### src/rtl/core/rtu_frame_receiver_defines.svh
// Assertion macros for the frame receiver RTL.
`ifndef RTU_FRAME_RECEIVER_DEFINES_SVH
`define RTU_FRAME_RECEIVER_DEFINES_SVH

`ifndef SYNTH
`define RFR_ASSERT_SAME(lbl, clk_i, rst_n_i, ante, cons) \
	lbl: assert property (@(posedge clk_i) disable iff (!rst_n_i) (ante) |-> (cons)) \
		else $error("frame receiver check failed");
`define RFR_ASSERT_NEXT(lbl, clk_i, rst_n_i, ante, cons) \
	lbl: assert property (@(posedge clk_i) disable iff (!rst_n_i) (ante) |=> (cons)) \
		else $error("frame receiver check failed");
`else
`define RFR_ASSERT_SAME(lbl, clk_i, rst_n_i, ante, cons)
`define RFR_ASSERT_NEXT(lbl, clk_i, rst_n_i, ante, cons)
`endif

`endif

### src/rtl/core/rfr_pkg.sv
// Types, constants and the CRC step of the frame receiver.
package rfr_pkg;

	localparam int STORE_BYTES_DEF = 256;
	localparam int FIFO_DEPTH = 3;
	localparam int HEADER_BYTES = 2;
	localparam int FRAME_OVERHEAD = 4;
	localparam logic [15:0] SILENCE_RESET = 16'd10;
	localparam logic [15:0] CRC_INIT = 16'hFFFF;
	localparam logic [15:0] CRC_POLY = 16'hA001;

	typedef enum logic [1:0] {
		ACT_BYTE = 2'd0,
		ACT_TICK = 2'd1,
		ACT_READ = 2'd2,
		ACT_NONE = 2'd3
	} rfr_action_t;

	localparam logic KIND_REPORT = 1'b0;
	localparam logic KIND_READ = 1'b1;

	typedef struct packed {
		logic       kind;
		logic [7:0] read_byte;
		logic [7:0] payload_len;
		logic [7:0] function_code;
		logic [7:0] station_addr;
	} rfr_result_t;

	function automatic logic [15:0] crc_fold(input logic [15:0] crc, input logic [7:0] b);
		logic [15:0] c;
		c = crc ^ {8'h00, b};
		for (int i = 0; i < 8; i++) begin
			if (c[0]) begin
				c = (c >> 1) ^ CRC_POLY;
			end else begin
				c = c >> 1;
			end
		end
		return c;
	endfunction

endpackage

### src/rtl/core/rfr_core.sv
// Frame state, byte store and the single result stage of the frame receiver.
module rfr_core #(
	parameter int STORE_BYTES = rfr_pkg::STORE_BYTES_DEF
) (
	input  logic                clk,
	input  logic                arst_n,
	input  logic                cfg_we,
	input  logic [15:0]         cfg_wdata,
	input  logic                in_accept,
	input  logic [1:0]          action,
	input  logic [7:0]          rx_byte,
	input  logic [15:0]         tick_amount,
	input  logic [7:0]          read_index,
	output logic                res_valid,
	output rfr_pkg::rfr_result_t res
);
	import rfr_pkg::*;

	localparam int AW = $clog2(STORE_BYTES);
	localparam int CW = $clog2(STORE_BYTES + 1);
	localparam int PW = $clog2(STORE_BYTES + 258);

	logic [7:0]    store_mem [STORE_BYTES];
	logic [15:0]   silence_ticks_q;
	logic [15:0]   silence_left_q;
	logic [CW-1:0] count_q;
	logic [15:0]   crc_q;
	logic [15:0]   last_two_q;
	logic [7:0]    addr_q;
	logic [7:0]    func_q;

	logic          valid_s1;
	logic          kind_s1;
	logic [7:0]    addr_s1;
	logic [7:0]    func_s1;
	logic [7:0]    len_s1;
	logic          in_range_s1;
	logic [7:0]    rd_data_s1;

	rfr_action_t   act;
	logic          store_wr;
	logic          do_read;
	logic          do_tick;
	logic [15:0]   left_next;
	logic          frame_end;
	logic          frame_ok;
	logic [PW-1:0] pos;
	logic          in_range;
	logic [CW-1:0] len_diff;

	always_comb begin
		act = rfr_action_t'(action);
		store_wr = in_accept && (act == ACT_BYTE) && (count_q < CW'(STORE_BYTES));
		do_read = in_accept && (act == ACT_READ);
		do_tick = in_accept && (act == ACT_TICK);
		left_next = (silence_left_q > tick_amount) ? (silence_left_q - tick_amount) : 16'd0;
		frame_end = (left_next == 16'd0) && (count_q != '0);
		frame_ok = (count_q > CW'(FRAME_OVERHEAD)) && (crc_q == last_two_q);
		pos = PW'(read_index) + PW'(HEADER_BYTES);
		in_range = pos < PW'(STORE_BYTES);
		len_diff = count_q - CW'(FRAME_OVERHEAD);
	end

	always_ff @(posedge clk) begin
		if (store_wr) begin
			store_mem[count_q[AW-1:0]] <= rx_byte;
		end
		if (do_read) begin
			rd_data_s1 <= store_mem[pos[AW-1:0]];
		end
	end

	always_ff @(posedge clk or negedge arst_n) begin
		if (!arst_n) begin
			silence_ticks_q <= SILENCE_RESET;
			silence_left_q <= 16'd0;
			count_q <= '0;
			crc_q <= CRC_INIT;
			last_two_q <= 16'd0;
			valid_s1 <= 1'b0;
		end else begin
			if (cfg_we) begin
				silence_ticks_q <= cfg_wdata;
			end
			valid_s1 <= do_read || (do_tick && frame_end && frame_ok);
			if (store_wr) begin
				if (count_q >= CW'(HEADER_BYTES)) begin
					crc_q <= crc_fold(crc_q, last_two_q[7:0]);
				end
				last_two_q <= {rx_byte, last_two_q[15:8]};
				count_q <= count_q + CW'(1);
				silence_left_q <= silence_ticks_q;
			end else if (do_tick) begin
				silence_left_q <= left_next;
				if (frame_end) begin
					count_q <= '0;
					crc_q <= CRC_INIT;
					last_two_q <= 16'd0;
				end
			end
		end
	end

	always_ff @(posedge clk) begin
		if (store_wr && (count_q == CW'(0))) begin
			addr_q <= rx_byte;
		end
		if (store_wr && (count_q == CW'(1))) begin
			func_q <= rx_byte;
		end
		if (in_accept) begin
			kind_s1 <= (act == ACT_READ) ? KIND_READ : KIND_REPORT;
			addr_s1 <= addr_q;
			func_s1 <= func_q;
			len_s1 <= 8'(len_diff);
			in_range_s1 <= in_range;
		end
	end

	always_comb begin
		res_valid = valid_s1;
		res.kind = kind_s1;
		if (kind_s1 == KIND_READ) begin
			res.station_addr = 8'd0;
			res.function_code = 8'd0;
			res.payload_len = 8'd0;
			res.read_byte = in_range_s1 ? rd_data_s1 : 8'd0;
		end else begin
			res.station_addr = addr_s1;
			res.function_code = func_s1;
			res.payload_len = len_s1;
			res.read_byte = 8'd0;
		end
	end

endmodule

### src/rtl/core/rfr_out_fifo.sv
// Small result queue that decouples the result stage from the output stream.
module rfr_out_fifo (
	input  logic                                     clk,
	input  logic                                     arst_n,
	input  logic                                     push,
	input  rfr_pkg::rfr_result_t                     push_data,
	input  logic                                     pop_ready,
	output logic                                     pop_valid,
	output rfr_pkg::rfr_result_t                     pop_data,
	output logic [$clog2(rfr_pkg::FIFO_DEPTH+1)-1:0] fill
);
	import rfr_pkg::*;

	localparam int PTW = $clog2(FIFO_DEPTH);
	localparam int FW = $clog2(FIFO_DEPTH + 1);

	rfr_result_t    entry_q [FIFO_DEPTH];
	logic [PTW-1:0] wr_ptr_q;
	logic [PTW-1:0] rd_ptr_q;
	logic [FW-1:0]  fill_q;
	logic           pop;

	function automatic logic [PTW-1:0] ptr_inc(input logic [PTW-1:0] p);
		return (p == PTW'(FIFO_DEPTH - 1)) ? '0 : p + PTW'(1);
	endfunction

	always_comb begin
		pop_valid = fill_q != '0;
		pop_data = entry_q[rd_ptr_q];
		pop = pop_valid && pop_ready;
		fill = fill_q;
	end

	always_ff @(posedge clk) begin
		if (push) begin
			entry_q[wr_ptr_q] <= push_data;
		end
	end

	always_ff @(posedge clk or negedge arst_n) begin
		if (!arst_n) begin
			wr_ptr_q <= '0;
			rd_ptr_q <= '0;
			fill_q <= '0;
		end else begin
			if (push) begin
				wr_ptr_q <= ptr_inc(wr_ptr_q);
			end
			if (pop) begin
				rd_ptr_q <= ptr_inc(rd_ptr_q);
			end
			if (push && !pop) begin
				fill_q <= fill_q + FW'(1);
			end else if (pop && !push) begin
				fill_q <= fill_q - FW'(1);
			end
		end
	end

endmodule

### src/rtl/core/rtu_frame_receiver.sv
// Top level of the serial frame receiver with silence-based frame end.
//
// Channel   Direction  tuser          tdata (low bits first)
// s_axis    in         action[1:0]    rx_byte, tick_amount, read_index
// m_axis    out        kind           station_addr, function_code, payload_len, read_byte
// cfg       in         -              silence_ticks on cfg_we
//
// An accepted item updates the frame state at once; its result, if any, is ready in the
// next cycle and then passes through a three-entry queue to m_axis.
// One item is taken every cycle while the queue and the result stage hold fewer than
// three results; a stalled m_axis fills the queue and then lowers s_axis_tready.
// Reset clears the frame state and the queue; the byte store keeps no reset value.
`include "rtu_frame_receiver_defines.svh"

module rtu_frame_receiver #(
	parameter int STORE_BYTES = rfr_pkg::STORE_BYTES_DEF
) (
	input  logic        clk,
	input  logic        arst_n,
	input  logic        cfg_we,
	input  logic [15:0] cfg_wdata,
	input  logic        s_axis_tvalid,
	output logic        s_axis_tready,
	input  logic [31:0] s_axis_tdata,  // rx_byte, tick_amount, read_index
	input  logic [1:0]  s_axis_tuser,  // action
	output logic        m_axis_tvalid,
	input  logic        m_axis_tready,
	output logic [31:0] m_axis_tdata,  // station_addr, function_code, payload_len, read_byte
	output logic        m_axis_tuser   // kind
);
	import rfr_pkg::*;

	localparam int FW = $clog2(FIFO_DEPTH + 1);

	logic          in_accept;
	logic          res_valid;
	rfr_result_t   res;
	rfr_result_t   out_res;
	logic [FW-1:0] fill;
	logic [FW:0]   pending;

	always_comb begin
		pending = {1'b0, fill} + (FW + 1)'(res_valid);
		s_axis_tready = pending < (FW + 1)'(FIFO_DEPTH);
		in_accept = s_axis_tvalid && s_axis_tready;
	end

	rfr_core #(
		.STORE_BYTES(STORE_BYTES)
	) u_core (
		.clk        (clk),
		.arst_n     (arst_n),
		.cfg_we     (cfg_we),
		.cfg_wdata  (cfg_wdata),
		.in_accept  (in_accept),
		.action     (s_axis_tuser),
		.rx_byte    (s_axis_tdata[7:0]),
		.tick_amount(s_axis_tdata[23:8]),
		.read_index (s_axis_tdata[31:24]),
		.res_valid  (res_valid),
		.res        (res)
	);

	rfr_out_fifo u_out_fifo (
		.clk      (clk),
		.arst_n   (arst_n),
		.push     (res_valid),
		.push_data(res),
		.pop_ready(m_axis_tready),
		.pop_valid(m_axis_tvalid),
		.pop_data (out_res),
		.fill     (fill)
	);

	assign m_axis_tuser = out_res.kind;
	assign m_axis_tdata = {out_res.read_byte, out_res.payload_len,
		out_res.function_code, out_res.station_addr};

	`RFR_ASSERT_SAME(a_room_for_result, clk, arst_n, res_valid, fill < FW'(FIFO_DEPTH))
	`RFR_ASSERT_NEXT(a_read_gives_result, clk, arst_n,
		in_accept && (s_axis_tuser == ACT_READ), res_valid && (res.kind == KIND_READ))
	`RFR_ASSERT_NEXT(a_byte_no_result, clk, arst_n,
		in_accept && ((s_axis_tuser == ACT_BYTE) || (s_axis_tuser == ACT_NONE)), !res_valid)
	`RFR_ASSERT_SAME(a_report_fields, clk, arst_n,
		res_valid && (res.kind == KIND_REPORT), res.read_byte == 8'd0)

endmodule

### config.mk
export PLATFORM = sky130hd
export DESIGN_NAME = rtu_frame_receiver
export DESIGN_NICKNAME = d
export VERILOG_FILES = /design/src/rtl/core/rfr_pkg.sv /design/src/rtl/core/rfr_core.sv /design/src/rtl/core/rfr_out_fifo.sv /design/src/rtl/core/rtu_frame_receiver.sv
export VERILOG_INCLUDE_DIRS = /design/src /design/src/rtl/core
export SDC_FILE = /design/constraint.sdc
export NUM_CORES = 2
export LEC_CHECK = 0
export ABC_AREA = 1
export ABC_CLOCK_PERIOD_IN_PS = 3170
export BUFFER_PORTS_ARGS = -buffer_cell sky130_fd_sc_hd__buf_4
export CAP_MARGIN = 5
export CELL_PAD_IN_SITES_DETAIL_PLACEMENT = 1
export CELL_PAD_IN_SITES_GLOBAL_PLACEMENT = 2
export CORE_MARGIN = 4
export CORE_UTILIZATION = 42
export DETAILED_ROUTE_END_ITERATION = 10
export MAX_ROUTING_LAYER = met4
export PLACE_DENSITY = 0.78
export SYNTH_ARGS = -nofsm -noshare
export SYNTH_HDL_FRONTEND = slang
export SYNTH_SLANG_ARGS = --single-unit
### constraint.sdc
create_clock -name clk -period 3.17 [get_ports clk]
set_input_delay 0.634 -clock clk [delete_from_list [all_inputs] [get_ports clk]]
set_output_delay 0.634 -clock clk [all_outputs]
set_load 0.1 [all_outputs]
==> run summary <==
Hold Path Stages -> 2
reg-to-reg endpoint -> u_core.store_mem[40][0]
setup_tns -> 0 ns
commonest non-fill, non-tap cell in the layout -> edfxtp_1
setup ws final -> 0.127 ns
layout cell share with drive strength beyond 1 -> 13.7%
Final Slew Violations -> 0
Reg clk slew, reported paths -> 0.06 ns
die area -> 227000 um2
post-synthesis simple-gate area fraction -> 12.5%
via-per-instance ratio -> 5.81
launch point of the worst reg-to-reg path -> u_core.res_valid
ys flop type -> edfxtp_1
Synth top area share -> 71.5%
Nets -> 7916
final setup vio count -> 0
R2R Setup Slk -> 0.21 ns
xor and xnor fraction of the mapped netlist area -> 0.304%
min cycle time layout -> 3.04 ns
final hold slack -> 0.0799 ns
Max Clock Freq -> 329 MHz
post-synthesis sequential area ratio -> 73.7%
most frequent cells in the layout -> edfxtp_1, nor2_1, o21ai_0
area grow syn2layout -> 16.9%
CORE AREA -> 218000 um2
die height -> 477 um
DR WL/cell -> 26.4 um
Yosys cell types -> 47
critical path class -> register to output port
relative slew slack -> 27.8%
H-tree level count -> 4
FFs w/ async S/R, synth -> 3.51%
Reg2Reg Depth -> 11
wirelength, routed -> 288 mm
Max-Cap Viols -> 0
CP max-delay cell -> dfrtp_1
Net Count, Synth -> 7600
adder-cell area share of the yosys netlist -> 0.456%
unrepaired setup endpoints after global routing -> no
CP endpoint kind -> output port
Mapped Avg Cell Area -> 12.3 um2
Initial Utilization -> 42.4%
hold_sp -> s_axis_tuser[0]
count of flip-flops with a built-in enable after synthesis -> 2197
proportion of synthesized area in mux cells -> 0.183%
Die X-Extent -> 477 um
first-pass GRT wire length -> 428 mm
Yosys top cell by area -> edfxtp_1
Synth Area in Compound Gates -> 9.70%
crit start category -> register
Final period util -> 96.0%
Pleak -> 36.5 nW
CP required -> 2.54 ns
IO buf count -> 89
antenna violations before repair -> 5
CTS root buffer -> clkbuf_16
DP HPWL -> 178 mm
Final Wtd Congestion -> 0.845
CTS sink count -> 2277
placed insts -> 10432
worst-margin pin slew -> 1.08 ns
outcome -> complete, no violations
# rows -> 171
Hold Path Class -> primary input to register
max incr delay on CP -> 0.41 ns
maximum VDD drop -> 0.603 mV
total CTS buffers -> 231
critical path, cell by cell -> or2_4 -> o211ai_1 -> buf_4
crit-path max FO -> 34
setup bufs post-CTS -> 0
Min-Delay Endpoint -> u_core.kind_s1
vias in the first global route -> 65474
GR Overflow Total -> 0
drt pass-1 iters -> 5
GRT Overall Usage -> 25.6%
Worst EP arrival -> 2.41 ns
TritonCTS clock tree -> built
register bit total from synthesis -> 2277
Final Hold Viols -> 0
drc violations -> 0
Clock Skews -> 0.0351 ns
largest net degree at the start of global routing -> 98
Mapped Cells -> 7512
CTS max path bufs -> 3
largest family of logic cells by synthesized area -> simple AND/OR/NAND/NOR gates
dpl ws -> -0.144 ns
Post-Syn Area -> 92300 um2
# IOs -> 90
antenna-violating nets left -> 0
Syn. warnings -> 0
Clock Latency Late Sink -> 0.88 ns
via count -> 63204
Iter 0 DRT Violations -> 6174
Pwr Density -> 668 nW/um2
largest cells by area after synthesis -> edfxtp_1, o21ai_0, nor2_1
Finished Layout Cells -> 10887
Post-Route Utilization -> 49.5%
[logic make-up (layout without fill, tap and decap cells)]
kind of cell / count (synthesis) / in the layout
AND/OR/NAND/NOR: 2816 / 2816
flip-flops: 2277 / 2277
AO/OA/AOI/OAI: 1629 / 1629
buffers and inverters: 710 / 1222
adder cells (fa/ha/maj): 33 / 33
XOR/XNOR: 32 / 32
multiplexers: 15 / 15
other: 0 / 9
[registers in the layout, summed over array words and instances, names as in the netlist]
signal and flops:
u_core.store_mem 2048, u_out_fifo.entry_q 99, u_core.crc_q 16, u_core.last_two_q 16, u_core.silence_left_q 16, u_core.silence_ticks_q 16, u_core.count_q 9, u_core.addr_q 8
u_core.addr_s1 8, u_core.func_q 8, u_core.func_s1 8, u_core.len_s1 8, u_core.rd_data_s1 8, u_out_fifo.fill 2, u_out_fifo.rd_ptr_q 2, u_out_fifo.wr_ptr_q 2
u_core.in_range_s1 1, u_core.kind_s1 1, u_core.res_valid 1
[how the worst max path moves through the flow]
stage                                      start                        to  slack (ns)  depth (start not counted)
after CTS                 u_out_fifo.rd_ptr_q[1]          m_axis_tdata[22]       0.009                          6
after global placement          s_axis_tdata[25]      u_core.rd_data_s1[1]       -0.14                          9
after global routing      u_out_fifo.rd_ptr_q[1]          m_axis_tdata[16]       0.004                          6
final                     u_out_fifo.rd_ptr_q[1]          m_axis_tdata[22]        0.13                          3
after floorplan                 u_core.res_valid  u_core.store_mem[207][0]       -0.07                         11
after detailed placement        s_axis_tdata[25]      u_core.rd_data_s1[1]       -0.14                          9
[report_power, final]
part	total, mW	leakage, nW	internal (mW)	switching (mW)
Combinational	11.5	12.2	3.14	8.36
Sequential	34.3	20.7	33.8	0.465
Clock	26.3	3.51	14.6	11.7
Total	72.0	36.5	51.5	20.5
[metrics by stage]
stage | total power [mW] | area [um2]
2_1_floorplan | 42.0 | 93000
3_3_place_gp | 46.1 | 100000
3_5_place_dp | 46.3 | 100000
4_1_cts | 72.5 | 108000
5_1_grt | 74.8 | 108000
6_report | 72.0 | 108000
[timing repair]
action | in CTS | in global routing
hold buffers | 17 | 0
setup endpoints to repair | 33 | 27
gates resized for setup | 6 | 6
gates cloned | 0 | 0
pin swaps | 0 | 0
endpoints found under the hold margin | 78 | 0
[worst max-delay path: cells and delay by family (launching register included)]
family	cells	cell delay, ns
compound gates	1	0.35
buf+inv	1	0.35
flops	1	0.41
simple gates	1	0.41
[area by class of cell]
cell class / instances / area, um2
Clock buffer: 286 / 6060
Antenna cell: 9 / 22.5
Timing Repair Buffer: 601 / 6040
Multi-Input combinational cell: 4525 / 22300
Inverter: 192 / 757
Sequential cell: 2277 / 68000
Fill cell: 22083 / 110000
Tap cell: 2854 / 3570
Clock inverter: 143 / 1140
[synthesized netlist by cell type (22+ instances only)]
cell type,n
edfxtp_1,2197
nor2_1,1349
o21ai_0,1044
nand2_1,800
nand3_1,590
o22ai_1,513
clkbuf_1,384
inv_1,185
buf_2,81
dfrtp_1,62
buf_1,36
o211ai_1,34
ha_1,32
nand2_2,24
xor2_1,22
[layer usage]
metal / global-route usage, % / routed length (um) / share of wire [%] / vias up
li1: - / - / - / 27941
met3: 2.78 / 15400 / 5.4 / 442
met5: - / 0 / 0 / -
met1: 34.1 / 123000 / 43 / 32876
met4: 7.57 / 8320 / 2.9 / 0
met2: 41.7 / 141000 / 49 / 1945
(Power assumes the default switching activity.)
